## src/rtl/lfu_pkg.sv

```systemverilog
// Shared constants and controller/datapath interface types of the LFU cache.
package lfu_pkg;

  localparam int unsigned MaxEntriesDef = 16;
  localparam int unsigned KeyW          = 32;
  localparam int unsigned ValW          = 32;
  localparam int unsigned CntW          = 32;
  localparam int unsigned TouchW        = 32;
  localparam int unsigned CapW          = 5;
  localparam int unsigned ApbDataW      = 32;
  localparam int unsigned ApbAddrW      = 3;

  // Register index, taken from paddr[2]
  localparam logic CfgCapacity = 1'b0;
  localparam logic [CapW-1:0] CapacityRst = 5'd16;

  typedef struct packed {
    logic load;    // latch request, clear scan results
    logic step;    // issue the next entry read
    logic commit;  // update the store and load the result register
  } lfu_cmd_t;

  typedef struct packed {
    logic cap_zero;   // capacity register is zero
    logic scan_last;  // read of the last entry is being issued
  } lfu_status_t;

endpackage

```

## src/rtl/lfu_ctrl.sv

```systemverilog
// Sequencer of the LFU cache: accept, scan, commit and result handshake.
module lfu_ctrl (
  input  logic               clk_i,
  input  logic               rst_ni,
  input  logic               in_valid_i,
  output logic               in_stall_o,
  output logic               out_valid_o,
  input  logic               out_stall_i,
  input  lfu_pkg::lfu_status_t status_i,
  output lfu_pkg::lfu_cmd_t    cmd_o
);

  typedef enum logic [1:0] {
    StIdle,
    StScan,
    StLast,
    StCommit
  } state_e;

  state_e state_q;
  logic   out_valid_q;
  logic   in_take;
  logic   out_free;

  assign in_stall_o  = (state_q != StIdle);
  assign in_take     = in_valid_i && (state_q == StIdle);
  assign out_free    = !out_valid_q || !out_stall_i;
  assign out_valid_o = out_valid_q;

  always_comb begin
    cmd_o        = '0;
    cmd_o.load   = in_take;
    cmd_o.step   = (state_q == StScan);
    cmd_o.commit = (state_q == StCommit) && out_free;
  end

  always_ff @(posedge clk_i or negedge rst_ni) begin
    if (!rst_ni) begin
      state_q     <= StIdle;
      out_valid_q <= 1'b0;
    end else begin
      // Load a new result or drop the one just taken
      if (cmd_o.commit) begin
        out_valid_q <= 1'b1;
      end else if (out_valid_q && !out_stall_i) begin
        out_valid_q <= 1'b0;
      end
      unique case (state_q)
        StIdle: begin
          if (in_take) begin
            state_q <= status_i.cap_zero ? StCommit : StScan;
          end
        end
        StScan: begin
          if (status_i.scan_last) begin
            state_q <= StLast;
          end
        end
        StLast: begin
          state_q <= StCommit;
        end
        StCommit: begin
          if (out_free) begin
            state_q <= StIdle;
          end
        end
        default: begin
          state_q <= StIdle;
        end
      endcase
    end
  end

endmodule

```

## src/rtl/lfu_dp.sv

```systemverilog
// Datapath of the LFU cache: entry memories, scan compare and result register.
module lfu_dp #(
  parameter int unsigned MAX_ENTRIES = lfu_pkg::MaxEntriesDef
) (
  input  logic                       clk_i,
  input  logic                       rst_ni,
  input  lfu_pkg::lfu_cmd_t          cmd_i,
  output lfu_pkg::lfu_status_t       status_o,
  input  logic [lfu_pkg::CapW-1:0]   capacity_i,
  input  logic                       action_i,
  input  logic [lfu_pkg::KeyW-1:0]   req_key_i,
  input  logic [lfu_pkg::ValW-1:0]   req_value_i,
  output logic                       hit_o,
  output logic [lfu_pkg::ValW-1:0]   read_value_o,
  output logic                       evicted_o,
  output logic [lfu_pkg::KeyW-1:0]   evicted_key_o
);

  localparam int unsigned IdxW = (MAX_ENTRIES > 1) ? $clog2(MAX_ENTRIES) : 1;
  localparam int unsigned OccW = $clog2(MAX_ENTRIES + 1);
  localparam int unsigned CmpW = (OccW > lfu_pkg::CapW) ? OccW : lfu_pkg::CapW;
  localparam logic [IdxW-1:0] LastIdx = IdxW'(MAX_ENTRIES - 1);

  // Entry stores
  logic [lfu_pkg::KeyW-1:0]   key_mem [MAX_ENTRIES];
  logic [lfu_pkg::ValW-1:0]   val_mem [MAX_ENTRIES];
  logic [lfu_pkg::CntW-1:0]   cnt_mem [MAX_ENTRIES];
  logic [lfu_pkg::TouchW-1:0] tch_mem [MAX_ENTRIES];
  logic [MAX_ENTRIES-1:0]     valid_q;
  logic [lfu_pkg::TouchW-1:0] tclk_q;

  // Latched request
  logic                     is_put_q;
  logic [lfu_pkg::KeyW-1:0] key_q;
  logic [lfu_pkg::ValW-1:0] val_q;

  // Read stage
  logic [IdxW-1:0]            addr_q;
  logic                       cmp_en_q;
  logic [IdxW-1:0]            cmp_idx_q;
  logic                       rd_vld_q;
  logic [lfu_pkg::KeyW-1:0]   rd_key_q;
  logic [lfu_pkg::ValW-1:0]   rd_val_q;
  logic [lfu_pkg::CntW-1:0]   rd_cnt_q;
  logic [lfu_pkg::TouchW-1:0] rd_tch_q;

  // Scan results
  logic                       found_q;
  logic [IdxW-1:0]            found_idx_q;
  logic [lfu_pkg::ValW-1:0]   found_val_q;
  logic [lfu_pkg::CntW-1:0]   found_cnt_q;
  logic                       vic_q;
  logic [IdxW-1:0]            vic_idx_q;
  logic [lfu_pkg::KeyW-1:0]   vic_key_q;
  logic [lfu_pkg::CntW-1:0]   vic_cnt_q;
  logic [lfu_pkg::TouchW-1:0] vic_age_q;
  logic                       free_q;
  logic [IdxW-1:0]            free_idx_q;
  logic [OccW-1:0]            occ_q;

  logic [lfu_pkg::TouchW-1:0] rd_age;
  logic                       key_match;
  logic                       vic_take;
  logic [CmpW-1:0]            cap_eff;
  logic                       full;
  logic                       active;
  logic                       do_evict;
  logic                       do_ins;
  logic                       do_wr;
  logic [IdxW-1:0]            wr_idx;
  logic [lfu_pkg::CntW-1:0]   cnt_inc;

  assign status_o.cap_zero  = (capacity_i == '0);
  assign status_o.scan_last = cmd_i.step && (addr_q == LastIdx);

  assign rd_age    = tclk_q - rd_tch_q;
  assign key_match = (rd_key_q == key_q);
  assign vic_take  = !vic_q || (rd_cnt_q < vic_cnt_q) ||
                     ((rd_cnt_q == vic_cnt_q) && (rd_age > vic_age_q));

  // Clamp the capacity to the store depth
  always_comb begin
    if (CmpW'(capacity_i) > CmpW'(MAX_ENTRIES)) begin
      cap_eff = CmpW'(MAX_ENTRIES);
    end else begin
      cap_eff = CmpW'(capacity_i);
    end
  end

  assign full     = (CmpW'(occ_q) >= cap_eff);
  assign active   = cmd_i.commit && !status_o.cap_zero;
  assign do_evict = !found_q && is_put_q && full && vic_q;
  assign do_ins   = !found_q && is_put_q && (do_evict || (!full && free_q));
  assign do_wr    = active && (found_q || do_ins);
  assign cnt_inc  = (found_cnt_q == '1) ? found_cnt_q : found_cnt_q + 1'b1;

  always_comb begin
    if (found_q) begin
      wr_idx = found_idx_q;
    end else if (do_evict) begin
      wr_idx = vic_idx_q;
    end else begin
      wr_idx = free_idx_q;
    end
  end

  // Control state: scan address, flags, valid marks, touch clock
  always_ff @(posedge clk_i or negedge rst_ni) begin
    if (!rst_ni) begin
      addr_q   <= '0;
      cmp_en_q <= 1'b0;
      found_q  <= 1'b0;
      vic_q    <= 1'b0;
      free_q   <= 1'b0;
      occ_q    <= '0;
      valid_q  <= '0;
      tclk_q   <= '0;
    end else begin
      cmp_en_q <= cmd_i.step;
      if (cmd_i.load) begin
        addr_q  <= '0;
        found_q <= 1'b0;
        vic_q   <= 1'b0;
        free_q  <= 1'b0;
        occ_q   <= '0;
      end else begin
        if (cmd_i.step) begin
          addr_q <= addr_q + 1'b1;
        end
        if (cmp_en_q) begin
          if (rd_vld_q) begin
            occ_q <= occ_q + 1'b1;
            if (key_match) begin
              found_q <= 1'b1;
            end
            vic_q <= 1'b1;
          end else begin
            free_q <= 1'b1;
          end
        end
      end
      if (do_wr) begin
        tclk_q <= tclk_q + 1'b1;
        if (do_ins) begin
          valid_q[wr_idx] <= 1'b1;
        end
      end
    end
  end

  // Request latch, read stage and scan payload
  always_ff @(posedge clk_i) begin
    if (cmd_i.load) begin
      is_put_q <= action_i;
      key_q    <= req_key_i;
      val_q    <= req_value_i;
    end
    if (cmd_i.step) begin
      cmp_idx_q <= addr_q;
      rd_vld_q  <= valid_q[addr_q];
      rd_key_q  <= key_mem[addr_q];
      rd_val_q  <= val_mem[addr_q];
      rd_cnt_q  <= cnt_mem[addr_q];
      rd_tch_q  <= tch_mem[addr_q];
    end
    if (cmp_en_q && rd_vld_q) begin
      if (!found_q && key_match) begin
        found_idx_q <= cmp_idx_q;
        found_val_q <= rd_val_q;
        found_cnt_q <= rd_cnt_q;
      end
      if (vic_take) begin
        vic_idx_q <= cmp_idx_q;
        vic_key_q <= rd_key_q;
        vic_cnt_q <= rd_cnt_q;
        vic_age_q <= rd_age;
      end
    end
    if (cmp_en_q && !rd_vld_q && !free_q) begin
      free_idx_q <= cmp_idx_q;
    end
  end

  // Memory write port
  always_ff @(posedge clk_i) begin
    if (do_wr) begin
      tch_mem[wr_idx] <= tclk_q;
      cnt_mem[wr_idx] <= found_q ? cnt_inc : '0;
      if (is_put_q) begin
        val_mem[wr_idx] <= val_q;
      end
      if (!found_q) begin
        key_mem[wr_idx] <= key_q;
      end
    end
  end

  // Result register
  always_ff @(posedge clk_i) begin
    if (cmd_i.commit) begin
      hit_o         <= active && found_q;
      read_value_o  <= (active && found_q && !is_put_q) ? found_val_q : '0;
      evicted_o     <= active && do_evict;
      evicted_key_o <= (active && do_evict) ? vic_key_q : '0;
    end
  end

endmodule

```

## src/rtl/lfu_cache_with_lru_tiebreak.sv

```systemverilog
// Top level of the LFU key/value cache with least-recently-touched tie-break.
//
//   channel   direction  handshake               payload
//   request   in         in_valid_i/in_stall_o   action_i, req_key_i, req_value_i
//   result    out        out_valid_o/out_stall_i hit_o, read_value_o, evicted_o,
//                                                evicted_key_o
//   config    in         APB psel/penable/pready capacity_in_use at byte address 0
//
// One request at a time: after the input transfer the block reads one entry per
// cycle (single read port), compares the last read in StLast and then commits in
// StCommit; the commit loads the result register, and the input opens again as the
// result becomes valid. At capacity 0 the scan is skipped. Reset clears valid marks, touch clock and handshake
// state at once. The input stalls from its transfer until the result is loaded; a
// held-off result parks the finished request and keeps the input stalled longer.
module lfu_cache_with_lru_tiebreak #(
  parameter int unsigned MAX_ENTRIES = lfu_pkg::MaxEntriesDef
) (
  input  logic                           clk_i,
  input  logic                           rst_ni,
  // Request channel
  input  logic                           in_valid_i,
  output logic                           in_stall_o,
  input  logic                           action_i,
  input  logic signed [lfu_pkg::KeyW-1:0] req_key_i,
  input  logic signed [lfu_pkg::ValW-1:0] req_value_i,
  // Result channel
  output logic                           out_valid_o,
  input  logic                           out_stall_i,
  output logic                           hit_o,
  output logic signed [lfu_pkg::ValW-1:0] read_value_o,
  output logic                           evicted_o,
  output logic signed [lfu_pkg::KeyW-1:0] evicted_key_o,
  // Configuration port
  input  logic                           psel,
  input  logic                           penable,
  input  logic                           pwrite,
  input  logic [lfu_pkg::ApbAddrW-1:0]   paddr,
  input  logic [lfu_pkg::ApbDataW-1:0]   pwdata,
  output logic [lfu_pkg::ApbDataW-1:0]   prdata,
  output logic                           pready
);

  logic [lfu_pkg::CapW-1:0] cap_q;
  logic                     cfg_wr;
  lfu_pkg::lfu_cmd_t        cmd;
  lfu_pkg::lfu_status_t     status;
  logic [lfu_pkg::ValW-1:0] read_value;
  logic [lfu_pkg::KeyW-1:0] evicted_key;

  // APB: zero wait states, register index taken from the word address
  assign pready = 1'b1;
  assign cfg_wr = psel && penable && pwrite;

  always_comb begin
    unique case (paddr[2])
      lfu_pkg::CfgCapacity: prdata = lfu_pkg::ApbDataW'(cap_q);
      default:              prdata = '0;
    endcase
  end

  always_ff @(posedge clk_i or negedge rst_ni) begin
    if (!rst_ni) begin
      cap_q <= lfu_pkg::CapacityRst;
    end else if (cfg_wr && (paddr[2] == lfu_pkg::CfgCapacity)) begin
      cap_q <= pwdata[lfu_pkg::CapW-1:0];
    end
  end

  // Sequencer: owns the handshakes and steps the datapath
  lfu_ctrl u_ctrl (
    .clk_i       (clk_i),
    .rst_ni      (rst_ni),
    .in_valid_i  (in_valid_i),
    .in_stall_o  (in_stall_o),
    .out_valid_o (out_valid_o),
    .out_stall_i (out_stall_i),
    .status_i    (status),
    .cmd_o       (cmd)
  );

  // Datapath: entry memories, key/victim search, result register
  lfu_dp #(
    .MAX_ENTRIES (MAX_ENTRIES)
  ) u_dp (
    .clk_i         (clk_i),
    .rst_ni        (rst_ni),
    .cmd_i         (cmd),
    .status_o      (status),
    .capacity_i    (cap_q),
    .action_i      (action_i),
    .req_key_i     (req_key_i),
    .req_value_i   (req_value_i),
    .hit_o         (hit_o),
    .read_value_o  (read_value),
    .evicted_o     (evicted_o),
    .evicted_key_o (evicted_key)
  );

  assign read_value_o  = read_value;
  assign evicted_key_o = evicted_key;

endmodule

```

## config.mk

```make
export PLATFORM = sky130hd
export DESIGN_NAME = lfu_cache_with_lru_tiebreak
export DESIGN_NICKNAME = d
export VERILOG_FILES = /design/src/rtl/lfu_pkg.sv /design/src/rtl/lfu_ctrl.sv /design/src/rtl/lfu_dp.sv /design/src/rtl/lfu_cache_with_lru_tiebreak.sv
export SDC_FILE = /design/constraint.sdc
export NUM_CORES = 2
export LEC_CHECK = 0
export BUFFER_PORTS_ARGS = -buffer_cell sky130_fd_sc_hd__buf_4
export CORE_ASPECT_RATIO = 1.5
export CORE_MARGIN = 3
export CORE_UTILIZATION = 55
export CTS_CLUSTER_SIZE = 16
export DETAILED_ROUTE_END_ITERATION = 16
export PLACE_DENSITY = 0.75
export SLEW_MARGIN = 20
export SYNTH_ARGS = -nofsm -noshare
export SYNTH_HDL_FRONTEND = slang
export SYNTH_SLANG_ARGS = --single-unit
```

## constraint.sdc

```tcl
create_clock -name clk_i -period 13.5 [get_ports clk_i]
set_clock_uncertainty 0.1 [all_clocks]
set_input_delay 1.35 -clock clk_i [delete_from_list [all_inputs] [get_ports clk_i]]
set_output_delay 1.35 -clock clk_i [all_outputs]
set_load 0.05 [all_outputs]
```

==> flow_summary.ini <==
[floorplan]
die_w_um = 353.0
initial_utilization = 0.5548
fp.dieH_um = 526.5
coreArea_um2 = 179000
die_area_um2 = 185800
rows = 190
ios = 208

[finish]
nFillCells = 11770
drive_gt1_frac = 0.2664
final_net_count = 4991
design_area_um2 = 110900
syn2layout_area_growth_pct = 11.64
final_core_util = 0.6194

[placed_design]
placed_area_um2 = 103600
place_ws_ps = 6064
port_buffers = 150
place_hpwl_um = 112100
gp_congestion = 0.8879

[clock_tree]
cts-buffers-inserted = 222
post_cts.repair.setup_buffers = 0
clock_path_buffers = 4
cts_sinks = 2553
htreeDepth = 4
clk_latency_ps = 860
post_cts_resized = 0
cts_tree = yes
clkTransAtPathRegs_ps = 70
ctsHoldBuffers = 0
root_buffer = clkbuf_16

[timing]
period_share = 0.5573
drv_slew = 0
setup_tns_ps = 0
maxSlewHeadroom = 0.1978
period_needed_ps = 7524
rsz0062_at_grt = false
worst_pin_slew_ps = 1203
setup_viol = 0
finalHoldViolCount = 0
fmax_mhz = 132.9
fin_ws_ps = 5976

[drt]
viasPerCell = 6.366
via_count = 46810
routed_wl_um = 222200
drc = 0
ant_nets = 0
drtPass1Iterations = 5
wl_per_cell_um = 30.21
drt_iter0_drc = 5443

[global_routing]
first_global_vias = 48870
grt_max_degree = 105
grt_pass1_wl_um = 328900
grt_overflow = 0
grt_use_total = 0.2411
antenna_found_initial = 6

[yosys]
yosys_warnings = 0
syn_avg_cell_area_um2 = 22.08
synthTopCellsByArea = edfxtp_1 75%, mux4_2 15%, dfrtp_1 1.7%
synth_edf_count = 2484
synth_most_common_cell = edfxtp_1
ys_top_cells_by_count = 2,484 x edfxtp_1, 645 x mux4_2, 127 x inv_1
ys_seq_elements = 2553
ys_async_sr_fraction = 0.02703
synth_largest_area_cell = edfxtp_1
syn_area_um2 = 99320
yosysSeqAreaShare = 0.7684
postSynth.topFlopCell = edfxtp_1
synth_cells = 4498
synth_top_area_frac = 0.7510
ys_types = 87

[pwr]
p_leak_nw = 35.90
power_density_nw_per_um2 = 184.3
ir_drop_v = 0.0001668
total_power_mw = 20.44

[hold_path]
hold_path.class = input port to asynchronous set/reset pin

[run]
max-cap-violations = 0

[setup_path]
worstSetupStartpointType = flip-flop
path_max_fanout = 41
critPathKind = flip-flop to flip-flop
cp.arrival_ps = 7890
end_kind = flip-flop
cp.required_ps = 13870

[run_status]
outcome = finished clean
final timing paths:
check / startpoint / end / slack, ps / cells after the start
worst max-delay path: u_dp.tclk_q[2] / u_dp.vic_key_q[9] / 5980 / 14
worst min-delay path: rst_ni / u_dp.tclk_q[7] / 310 / 1
worst max register to register: u_dp.tclk_q[2] / u_dp.vic_key_q[9] / 5980 / 14
worst min register to register: u_dp.rd_val_q[20] / u_dp.found_val_q[20] / 310 / 0
max in group asynchronous: rst_ni / u_dp.addr_q[1] / 11850 / 2
min in group clk_i: u_dp.rd_val_q[20] / u_dp.found_val_q[20] / 310 / 0
stage by stage:
stage	hold slack, ps	std cells
floorplan	300.3	4524
global placement	303.0	6948
detailed placement	304.5	6948
CTS	274.5	7350
global route	313.9	7353
finish	309.4	7354
worst max-delay path, cell delays in order, from the launching register on:
cell	delay (ps)
dfrtp_1	770
ha_1	400
nor2b_1	160
o2111ai_1	260
nand3_1	350
a2111oi_0	1030
a31oi_1	250
xor2_1	220
ha_1	290
nand4_1	150
nor4_1	650
o311ai_0	380
and4_1	390
o21ai_4	890
buf_4	750
per-layer routing:
layer / share of wire / track usage / up-vias
li1: - / - / 19230
met1: 0.36 / 0.3144 / 24690
met2: 0.52 / 0.4127 / 2398
met3: 0.079 / 0.04057 / 491
met4: 0.036 / 0.08825 / 2
met5: 0.000045 / 0 / -
area by class of cell:
class | count | area, um^2 | area share
antenna | 2 | 5.005 | 0.00004514
sequential | 2553 | 76330 | 0.6884
clock buffer | 271 | 5852 | 0.05278
tap | 2400 | 3003 | 0.02708
inverter | 128 | 480.5 | 0.004333
timing repair buffer | 253 | 1969 | 0.01776
clock inverter | 131 | 1414 | 0.01275
multi-input combinational | 1616 | 21820 | 0.1968
cell families after synthesis:
group                    after synthesis  synth area share
buffers and inverters                355           0.01606
XOR/XNOR                             125           0.01102
flip-flops                          2553            0.7684
AND/OR/NAND/NOR                      446           0.02449
adder cells (fa/ha/maj)              110           0.01393
AO/OA/AOI/OAI                        251           0.01844
other                                  2        0.00007562
multiplexers                         656            0.1475
flip-flops by register name, summed over array words and instances (netlist names), 512 cells and up:
signal,flops
u_dp.cnt_mem,512
u_dp.key_mem,512
u_dp.tch_mem,512
u_dp.val_mem,512
placed cells by master (no fill, tap or decap), drive strengths merged, types with 53 or more instances in the layout:
| cell type | Yosys | layout |
|---|---|---|
| buf | 121 | 253 |
| clkinv | 1 | 88 |
| a21oi | 63 | 63 |
| xnor2 | 72 | 72 |
| ha | 109 | 109 |
| edfxtp | 2484 | 2484 |
| xor2 | 53 | 53 |
| nor3 | 61 | 61 |
| inv | 127 | 133 |
| dfrtp | 68 | 68 |
| and3 | 60 | 60 |
| nor2 | 78 | 78 |
| nand2 | 62 | 62 |
| mux4 | 645 | 645 |
| clkbuf | 106 | 271 |
report_power, final:
part	internal (mW)	total, mW	switching [mW]
registers	9.43	9.88	0.447
clock network	3.63	6.41	2.78
logic	1.95	4.15	2.20
No activity file was read; power rests on OpenSTA's default activity.
